## src/hdl/skba_pkg.sv

```systemverilog
// Package for the key sorter: field widths, store geometry and the stored key type.
// Used by the channel interfaces and by sort_keys_by_area.
`default_nettype none

package skba_pkg;

    localparam int MAX_KEYS   = 64;
    localparam int AREA_BITS  = 16;

    localparam int KEY_AREA_W = 16;
    localparam int IDX_W      = 6;
    localparam int AREA_KEEP  = (AREA_BITS < KEY_AREA_W) ? AREA_BITS : KEY_AREA_W;
    localparam int ADDR_W     = (MAX_KEYS > 1) ? $clog2(MAX_KEYS) : 1;
    localparam int CNT_W      = $clog2(MAX_KEYS + 1);

    typedef logic [KEY_AREA_W-1:0] t_area;
    typedef logic [IDX_W-1:0]      t_idx;

    typedef struct packed {
        logic [AREA_KEEP-1:0] area;
        t_idx                 index;
    } t_key;

endpackage

`default_nettype wire

```

## src/hdl/skba_if.sv

```systemverilog
// Valid/ready channel interfaces for the key sorter: key input and sorted output.
// Depends on skba_pkg for the payload types.
`default_nettype none

interface skba_in_if;
    logic             valid;
    logic             ready;
    skba_pkg::t_area  key_area;
    skba_pkg::t_idx   record_index;
    logic             is_last;

    modport source (output valid, key_area, record_index, is_last, input ready);
    modport sink   (input valid, key_area, record_index, is_last, output ready);
endinterface

interface skba_out_if;
    logic             valid;
    logic             ready;
    skba_pkg::t_area  sorted_area;
    skba_pkg::t_idx   sorted_index;
    logic             last_out;
    logic             overflow;

    modport source (output valid, sorted_area, sorted_index, last_out, overflow, input ready);
    modport sink   (input valid, sorted_area, sorted_index, last_out, overflow, output ready);
endinterface

`default_nettype wire

```

## src/hdl/sort_keys_by_area.sv

```systemverilog
// Stable ascending sort of keyed entries, built around one single-port-write key memory.
// Depends on skba_pkg and the channel interfaces in skba_if.sv.
//
// Key beats arrive on i_in, one per cycle while the block is loading. Each beat is
// written to the key memory at the current fill position; once the memory is full,
// further beats are dropped and the set is flagged as overflowed. A beat with is_last
// ends the set and starts the sort (one key alone goes straight to emission); i_in.ready
// stays low until every result beat has been handed to the output register.
// The sort walks each pass from the back toward the front with the running minimum
// held in a register, doing one memory read and one write per cycle. Each pass reads
// the back entry, loads it as the running minimum, walks toward the front writing the
// non-minimum key back at each position, and then writes the minimum at the front.
// Emission reads one key at a time into the output register and reads the next only once
// that register is free; a stalled receiver holds the output register and the read-out.
// After the last result is registered, loading of the next set starts at once.
// Reset clears the fill count, the overflow flag and all handshake state; the memory
// holds no reset value and only positions written in the current set are read.
`default_nettype none

module sort_keys_by_area (
    input  wire logic   i_clk,
    input  wire logic   i_rst_n,
    skba_in_if.sink     i_in,
    skba_out_if.source  o_out
);
    import skba_pkg::*;

    localparam logic [2:0] S_LOAD    = 3'd0;
    localparam logic [2:0] S_PSTART  = 3'd1;
    localparam logic [2:0] S_PFIRST  = 3'd2;
    localparam logic [2:0] S_WALK    = 3'd3;
    localparam logic [2:0] S_PEND    = 3'd4;
    localparam logic [2:0] S_EMIT    = 3'd5;
    localparam logic [2:0] S_EMIT_LD = 3'd6;

    t_key              r_mem [MAX_KEYS];
    t_key              r_rdata;

    logic [2:0]        r_state,    n_state;
    logic [CNT_W-1:0]  r_count,    n_count;
    logic              r_dropped,  n_dropped;
    logic [ADDR_W-1:0] r_pass,     n_pass;
    logic [ADDR_W-1:0] r_pos,      n_pos;
    logic [ADDR_W-1:0] r_k,        n_k;
    t_key              r_carry,    n_carry;
    t_key              r_out,      n_out;
    logic              r_out_last, n_out_last;
    logic              r_out_ovf,  n_out_ovf;
    logic              r_ov,       n_ov;

    logic              mem_we;
    logic [ADDR_W-1:0] mem_waddr;
    t_key              mem_wdata;
    logic              mem_re;
    logic [ADDR_W-1:0] mem_raddr;

    logic [ADDR_W-1:0] last_idx;
    logic [ADDR_W-1:0] pos_m1;
    logic [CNT_W-1:0]  cnt_new;
    logic              out_free;

    assign last_idx = ADDR_W'(r_count - CNT_W'(1));
    assign pos_m1   = r_pos - ADDR_W'(1);
    assign out_free = !r_ov || o_out.ready;

    always_comb begin
        n_state    = r_state;
        n_count    = r_count;
        n_dropped  = r_dropped;
        n_pass     = r_pass;
        n_pos      = r_pos;
        n_k        = r_k;
        n_carry    = r_carry;
        n_out      = r_out;
        n_out_last = r_out_last;
        n_out_ovf  = r_out_ovf;
        n_ov       = r_ov && !o_out.ready;
        mem_we     = 1'b0;
        mem_waddr  = '0;
        mem_wdata  = r_carry;
        mem_re     = 1'b0;
        mem_raddr  = '0;
        cnt_new    = r_count;

        unique case (r_state)
            S_LOAD: begin
                if (i_in.valid) begin
                    if (r_count < CNT_W'(MAX_KEYS)) begin
                        mem_we    = 1'b1;
                        mem_waddr = r_count[ADDR_W-1:0];
                        mem_wdata = '{area: i_in.key_area[AREA_KEEP-1:0],
                                      index: i_in.record_index};
                        cnt_new   = r_count + CNT_W'(1);
                    end else begin
                        n_dropped = 1'b1;
                    end
                    n_count = cnt_new;
                    if (i_in.is_last) begin
                        n_pass = '0;
                        n_k    = '0;
                        if (cnt_new >= CNT_W'(2)) begin
                            n_state = S_PSTART;
                        end else begin
                            n_state = S_EMIT;
                        end
                    end
                end
            end
            S_PSTART: begin
                mem_re    = 1'b1;
                mem_raddr = last_idx;
                n_pos     = last_idx;
                n_state   = S_PFIRST;
            end
            S_PFIRST: begin
                n_carry   = r_rdata;
                mem_re    = 1'b1;
                mem_raddr = pos_m1;
                n_state   = S_WALK;
            end
            S_WALK: begin
                mem_we    = 1'b1;
                mem_waddr = r_pos;
                if (r_carry.area < r_rdata.area) begin
                    mem_wdata = r_rdata;
                end else begin
                    mem_wdata = r_carry;
                    n_carry   = r_rdata;
                end
                n_pos = pos_m1;
                if (pos_m1 > r_pass) begin
                    mem_re    = 1'b1;
                    mem_raddr = pos_m1 - ADDR_W'(1);
                end else begin
                    n_state = S_PEND;
                end
            end
            S_PEND: begin
                mem_we    = 1'b1;
                mem_waddr = r_pass;
                mem_wdata = r_carry;
                n_pass    = r_pass + ADDR_W'(1);
                if (CNT_W'(r_pass) + CNT_W'(2) >= r_count) begin
                    n_k     = '0;
                    n_state = S_EMIT;
                end else begin
                    n_state = S_PSTART;
                end
            end
            S_EMIT: begin
                if (out_free) begin
                    mem_re    = 1'b1;
                    mem_raddr = r_k;
                    n_state   = S_EMIT_LD;
                end
            end
            S_EMIT_LD: begin
                n_out      = r_rdata;
                n_out_last = (r_k == last_idx);
                n_out_ovf  = r_dropped;
                n_ov       = 1'b1;
                if (r_k == last_idx) begin
                    n_count   = '0;
                    n_dropped = 1'b0;
                    n_state   = S_LOAD;
                end else begin
                    n_k     = r_k + ADDR_W'(1);
                    n_state = S_EMIT;
                end
            end
            default: begin
                n_state = S_LOAD;
            end
        endcase
    end

    always_ff @(posedge i_clk) begin
        if (mem_we) begin
            r_mem[mem_waddr] <= mem_wdata;
        end
        if (mem_re) begin
            r_rdata <= r_mem[mem_raddr];
        end
    end

    always_ff @(posedge i_clk) begin
        if (!i_rst_n) begin
            r_state   <= S_LOAD;
            r_count   <= '0;
            r_dropped <= 1'b0;
            r_ov      <= 1'b0;
        end else begin
            r_state   <= n_state;
            r_count   <= n_count;
            r_dropped <= n_dropped;
            r_ov      <= n_ov;
        end
        r_pass     <= n_pass;
        r_pos      <= n_pos;
        r_k        <= n_k;
        r_carry    <= n_carry;
        r_out      <= n_out;
        r_out_last <= n_out_last;
        r_out_ovf  <= n_out_ovf;
    end

    assign i_in.ready         = (r_state == S_LOAD);
    assign o_out.valid        = r_ov;
    assign o_out.sorted_area  = KEY_AREA_W'(r_out.area);
    assign o_out.sorted_index = r_out.index;
    assign o_out.last_out     = r_out_last;
    assign o_out.overflow     = r_out_ovf;

    // The walk never reads the entry it writes in the same cycle.
    a_no_rw_collision: assert property (@(posedge i_clk) disable iff (!i_rst_n)
        (mem_we && mem_re) |-> (mem_waddr != mem_raddr))
        else $error("key memory read and write hit the same entry");

    a_count_bound: assert property (@(posedge i_clk) disable iff (!i_rst_n)
        r_count <= CNT_W'(MAX_KEYS))
        else $error("fill count beyond capacity");

    a_walk_range: assert property (@(posedge i_clk) disable iff (!i_rst_n)
        (r_state == S_WALK) |-> (r_pos > r_pass))
        else $error("pass walked past its front position");

    a_set_done: assert property (@(posedge i_clk) disable iff (!i_rst_n)
        (r_state == S_EMIT_LD && r_k == last_idx)
            |=> (r_state == S_LOAD && r_count == '0 && !r_dropped && o_out.last_out))
        else $error("set did not close after its final result");

endmodule

`default_nettype wire
```

## src/flat_wrapper.sv

```systemverilog
// flat-port wrapper written by rule: the top's interface ports become plain ports
module sort_keys_by_area_flat import skba_pkg::*;
  (i_clk, i_rst_n, i_in_valid, i_in_key_area, i_in_record_index, i_in_is_last, i_in_ready, o_out_valid, o_out_sorted_area, o_out_sorted_index, o_out_last_out, o_out_overflow, o_out_ready);
  skba_in_if i_in_i ();
  skba_out_if o_out_i ();
  input  wire logic i_clk;
  input  wire logic i_rst_n;
  input wire logic [$bits(i_in_i.valid)-1:0] i_in_valid;
  input wire logic [$bits(i_in_i.key_area)-1:0] i_in_key_area;
  input wire logic [$bits(i_in_i.record_index)-1:0] i_in_record_index;
  input wire logic [$bits(i_in_i.is_last)-1:0] i_in_is_last;
  output wire logic [$bits(i_in_i.ready)-1:0] i_in_ready;
  output wire logic [$bits(o_out_i.valid)-1:0] o_out_valid;
  output wire logic [$bits(o_out_i.sorted_area)-1:0] o_out_sorted_area;
  output wire logic [$bits(o_out_i.sorted_index)-1:0] o_out_sorted_index;
  output wire logic [$bits(o_out_i.last_out)-1:0] o_out_last_out;
  output wire logic [$bits(o_out_i.overflow)-1:0] o_out_overflow;
  input wire logic [$bits(o_out_i.ready)-1:0] o_out_ready;
  assign i_in_i.valid = i_in_valid;
  assign i_in_i.key_area = i_in_key_area;
  assign i_in_i.record_index = i_in_record_index;
  assign i_in_i.is_last = i_in_is_last;
  assign i_in_ready = i_in_i.ready;
  assign o_out_valid = o_out_i.valid;
  assign o_out_sorted_area = o_out_i.sorted_area;
  assign o_out_sorted_index = o_out_i.sorted_index;
  assign o_out_last_out = o_out_i.last_out;
  assign o_out_overflow = o_out_i.overflow;
  assign o_out_i.ready = o_out_ready;
  sort_keys_by_area u_core (.i_clk(i_clk), .i_rst_n(i_rst_n), .i_in(i_in_i), .o_out(o_out_i));
endmodule
```

## config.mk

```make
export PLATFORM = sky130hd
export DESIGN_NAME = sort_keys_by_area_flat
export DESIGN_NICKNAME = d
export VERILOG_FILES = /design/src/hdl/skba_pkg.sv /design/src/hdl/skba_if.sv /design/src/hdl/sort_keys_by_area.sv /design/src/flat_wrapper.sv
export SDC_FILE = /design/constraint.sdc
export NUM_CORES = 2
export LEC_CHECK = 0
export BUFFER_PORTS_ARGS = -buffer_cell sky130_fd_sc_hd__buf_4
export CORE_MARGIN = 2
export CORE_UTILIZATION = 60
export CTS_CLUSTER_DIAMETER = 30
export DETAILED_ROUTE_END_ITERATION = 10
export PLACE_DENSITY = 0.78
export SLEW_MARGIN = 20
export SYNTH_ARGS = -nofsm -noshare
export SYNTH_HDL_FRONTEND = slang
export SYNTH_SLANG_ARGS = --single-unit
```

## constraint.sdc

```tcl
create_clock -name i_clk -period 5.45 [get_ports i_clk]
set_input_delay 0.2725 -clock i_clk [delete_from_list [all_inputs] [get_ports i_clk]]
set_output_delay 0.2725 -clock i_clk [all_outputs]
set_load 0.05 [all_outputs]
```

* Word level (Yosys, flattened, before mapping)
Memories as Yosys holds them, arrays and structs flattened. A register that Yosys moved wholly into a read port is not among the register bits. Index checks and enable logic that the tools add are counted.
Word-level totals: memories 1, output and inout bits 26, bits of input ports 27, bits in writable memories 1408, flip-flop bits (word level) 76, logic and storage cells 106
Cells by class: magnitude comparators 5, add/subtract/negate cells 7, multiplexer cells 46, reductions and logical operators 18, equal/unequal tests 16
Memories:
- u_core.r_mem | words 64, width 22, rd ports 1, clocked after Yosys merged registers in 1, wr ports 1, RTL line sort_keys_by_area.sv:36 | t_key r_mem [MAX_KEYS];
Operators by type and width (count):
- $mux W22 | 4
- $pmux W22 S2 | 2
- $mux W6 | 8
- $pmux W6 S3 | 2
- $mux W7 | 5
- $pmux W6 S2 | 2
- $pmux W6 S4 | 1
- $mux W3 | 7
- $pmux W3 S7 | 1
- $sub A6 B1 Y6 const B | 3
- $lt A16 B16 Y1 | 1
- $pmux W7 S2 | 1
- $add A6 B1 Y6 const B | 2
- $ne A2 B2 Y1 const B | 6
- $mux W1 | 10
- $eq A3 B3 Y1 const B | 3
- $reduce_and A4 Y1 | 2
- $reduce_bool A2 Y1 | 4
- $add A6 B2 Y7 const B | 1
- $add A7 B1 Y7 const B | 1
- $ge A7 B2 Y1 const B | 1
- $ge A7 B7 Y1 | 1
- $lt A7 B7 Y1 const B | 1
- $eq A3 B2 Y1 const B | 2
- other kinds (15) | 21

* Longest topological paths before layout
word-level depth 9, gate-level depth with buffers 19, gate-level depth less buffers 16

* Least setup slack after synthesis
Ideal clock, no wire load.
path kind reg2reg, from reg u_core.r_state[1], to mem u_core.r_mem[0][12] (netlist name) (data pin), stages on the path, launching flop included 9, clock period less this slack 5344 ps, setup time 548 ps, buffers on the path 3, required time 4902 ps, arrival 4796 ps, path slack 106 ps, cells stage by stage dfxtp_1 -> buf_2 -> nor3_1 -> nand2_1 -> nor2_1 -> clkbuf_1 -> clkbuf_1 -> nor2_1 -> a21oi_1
RTL lines:
- from (decl) | RTL line sort_keys_by_area.sv:39 | logic [2:0] r_state, n_state;
- from (signal assigned) | RTL line sort_keys_by_area.sv:193 | r_state <= n_state;
- to (decl) | RTL line sort_keys_by_area.sv:36

* Worst setup path in the final report
from reg u_core.r_pos[0], to reg, netlist name u_core.r_rdata[19]
Between the ends: word-level cells in the longest chain between the ends 4, elaborated cells between the ends (all ways) 7, classes of those cells 2 x add/sub; 1 x order compare; 4 x mux
Ends and longest elaborated chain:
- from (decl) | RTL line sort_keys_by_area.sv:43 | logic [ADDR_W-1:0] r_pos, n_pos;
- from (signal assigned) | RTL line sort_keys_by_area.sv:199 | r_pos <= n_pos;
- $sub A6 B1 Y6 * | RTL line sort_keys_by_area.sv:63 | assign pos_m1 = r_pos - ADDR_W'(1);
- $sub A6 B1 Y6 or $gt A6 B6 Y1 (tied branches) | RTL line sort_keys_by_area.sv:133, sort_keys_by_area.sv:131
- $mux W6 or $mux W1 (tied branches) | RTL line sort_keys_by_area.sv:131 | if (pos_m1 > r_pass) begin
- $pmux W6 S4 or $pmux W1 S3 (tied branches) | RTL line sort_keys_by_area.sv:85 | unique case (r_state)
Every way passes the cells marked *; elsewhere a longest branch is shown, timed or not. A chain may end at the register's enable or synchronous reset.

==> flow_summary.json <==
{
  "total_power_mw": 45.0,
  "ant_nets": 0,
  "fin_setup_tns_ps": 0,
  "initial_core_util_pct": 60.6,
  "power.switching_mw": 15.3,
  "drcViolationCount": 0,
  "end_kind": "flip-flop",
  "whs_ps": 146,
  "fp.dieW_um": 317,
  "post-place-cells": 4165,
  "power_density_nw_per_um2": 636,
  "synth-main-ff-cell": "edfxtp_1",
  "cts_buffers": 237,
  "cts_root_buf": "clkbuf_16",
  "async_reset_ff_share_pct": 0,
  "die_h_um": 317,
  "io_buffers": 52,
  "final_cell_mix": "edfxtp_1, mux4_2, buf_4",
  "worstSetupPathType": "flip-flop to flip-flop",
  "num-nets-final": 3196,
  "synth_mux_area_share_pct": 13.6,
  "viasPerCell": 7.35,
  "place_hpwl_um": 90900,
  "cts_sinks": 1506,
  "final_layout_size_suffix_gt1_share_pct": 33.9,
  "syn_avg_cell_area_um2": 21.2,
  "cts_htree_levels": 4,
  "maxCapViolations": 0,
  "rsz0062_at_grt": "false",
  "rows": 114,
  "syn_to_final_growth_pct": 20.7,
  "pwr-share-comb_pct": 30.7,
  "synthesis.instances": 2769,
  "worst_pin_slew_ps": 1200,
  "hold_viol": 0,
  "fin_crit_ps": 5180,
  "place_congestion": 0.908,
  "synth_area_um2": 58600,
  "drt-initial-drc-count": 6172,
  "grt_first_pass_wirelength_um": 249000,
  "synth-compound-area-share_pct": 4.50,
  "total_leakage_power_nw": 23.1,
  "hold_class": "input pin to flip-flop",
  "fin_cells": 4624,
  "max-vdd-ir-drop_uv": 591,
  "grt_pass1_vias": 34300,
  "grt-ovfl-total": 0,
  "drt_wl_total_um": 176000,
  "p_clk_share_pct": 34.9,
  "p_int_mw": 29.7,
  "synthSimpleGateAreaFrac_pct": 2.13,
  "path_max_fanout": 29,
  "clk_latency_ps": 860,
  "period_share_pct": 95.0,
  "max_slew_margin_pct": 20.1,
  "core_area_um2": 96700,
  "clockBufferDepth": 3,
  "setup_viol": 0,
  "grt_start_max_net_pins": 65,
  "dieArea_um2": 100000,
  "synth_top_family_by_area": "multiplexers",
  "syn_nets": 2834,
  "p_seq_share_pct": 34.4,
  "synthAdderAreaFrac_pct": 0.811,
  "antenna_found_initial": 9,
  "ff2ff_path_depth": 15,
  "ys_seq_area_share_pct": 77.0,
  "grt.total_usage_pct": 35.8,
  "synth_seq_cells": 1506,
  "critical_path_arrival_ps": 5720,
  "yosys_warnings": 0,
  "tritoncts": "built",
  "fmax_mhz": 193,
  "slew_violations": 0,
  "status": "finished, final reports clean",
  "cts_setup_buffers": 0,
  "synthDistinctLibCells": 57,
  "vias": 34000,
  "wire_per_inst_um": 38.0,
  "clkTransAtPathRegs_ps": 50,
  "crit_required_ps": 6000,
  "first_pass_iters": 7,
  "synthXorXnorAreaFrac_pct": 0.502,
  "nFillCells": 4861,
  "layout_commonest_cell": "edfxtp_1",
  "synth_edf_count": 1494,
  "startpoint_type": "flip-flop",
  "holdPathStages": 3,
  "ios": 53,
  "switching_share_pct": 33.9,
  "finalClockSkew_ps": 79.8
}
==> critical path: stages (launching register included) <==
cell	delay, ps
edfxtp_1	460
inv_1	180
ha_1	200
nor3b_1	230
xor2_1	230
ha_1	300
a21oi_1	170
nand2_1	80
a221o_1	420
a31oi_4	250
buf_12	210
buf_12	240
mux4_2	560
a22oi_1	450
a21oi_1	370
or4_1	500
==> layout make-up <==
| type | count | area, um2 | area share, % |
|---|---|---|---|
| sequential | 1506 | 45100 | 63.8 |
| multi-input combinational | 1074 | 13100 | 18.5 |
| clock buffer | 257 | 6020 | 8.50 |
| timing repair buffer | 272 | 2420 | 3.43 |
| clock inverter | 196 | 2380 | 3.36 |
| tap | 1276 | 1600 | 2.26 |
| inverter | 40 | 150 | 0.212 |
| antenna | 3 | 7.51 | 0.0106 |
==> power by group through the flow <==
stage / Clock [mW] / Combinational [mW] / Sequential [mW]
2_1_floorplan: 0 / 7.77 / 15.5
3_3_place_gp: 0 / 12.5 / 15.6
3_5_place_dp: 0 / 12.9 / 15.6
4_1_cts: 15.8 / 13.4 / 15.4
5_1_grt: 16.2 / 14.2 / 15.5
6_report: 15.7 / 13.8 / 15.5
==> path summary, 6_finish.rpt <==
check             slack [ps]              from                     to
setup reg to reg         270   u_core.r_pos[0]     u_core.r_rdata[19]
hold / removal           150  i_in_key_area[8]    u_core.r_mem[9][14]
setup / recovery         270   u_core.r_pos[0]     u_core.r_rdata[19]
hold reg to reg          470  u_core.r_dropped  u_core.o_out.overflow
==> synthesized netlist by cell type, drive strengths merged, types with 21 or more instances <==
| library cell | n | share of area, % |
|---|---|---|
| a21oi | 134 | 1.1 |
| a22oi | 178 | 2.3 |
| buf | 59 | 0.69 |
| clkbuf | 90 | 0.58 |
| edfxtp | 1494 | 77 |
| ha | 38 | 0.81 |
| inv | 40 | 0.26 |
| mux4 | 352 | 14 |
| nand2 | 40 | 0.26 |
| nor2 | 118 | 0.76 |
| o32ai | 24 | 0.36 |
| or4 | 23 | 0.29 |
| xnor2 | 21 | 0.31 |
==> flip-flops by register name, summed over array words and instances, names as in the netlist <==
register / count
u_core.o_out.valid: 1
u_core.r_count: 7
u_core.o_out.last_out: 1
u_core.r_k: 6
u_core.r_mem: 1408
u_core.o_out.overflow: 1
u_core.r_pos: 6
u_core.r_carry: 22
u_core.o_out.sorted_index: 6
u_core.r_dropped: 1
u_core.r_state: 3
u_core.o_out.sorted_area: 16
u_core.r_rdata: 22
u_core.r_pass: 6
==> stage by stage <==
step	instance area [um2]	setup WS, ps	util [%]
after floorplan	58600	106	-
after global placement	62300	336	64.4
after detailed placement	62300	258	64.4
after CTS	70700	271	73.1
after global routing	70700	29.4	73.1
final	70700	273	73.2
==> cells by family after synthesis <==
group,count (synthesis)
flops,1506
compound gates,392
mux,354
simple gates,258
buf+inv,189
fa+ha+maj,38
xor+xnor,32
==> repair_timing <==
action | 4_1_cts | 5_1_grt
hold buffers | 2 | 0
resized for setup | 0 | 2
endpoints found under the hold margin | 12 | 0
endpoints found under the setup margin | 0 | 3
==> layer usage <==
layer  part of all wire, %  up-vias  global-route usage (%)
met5                 0.035        -                       0
met4                   6.5        8                    19.7
met3                    15      700                    11.1
met2                    47     3529                    54.8
li1                      -    12500                       -
met1                    32    17200                    46.6
(Power assumes the default switching activity.)
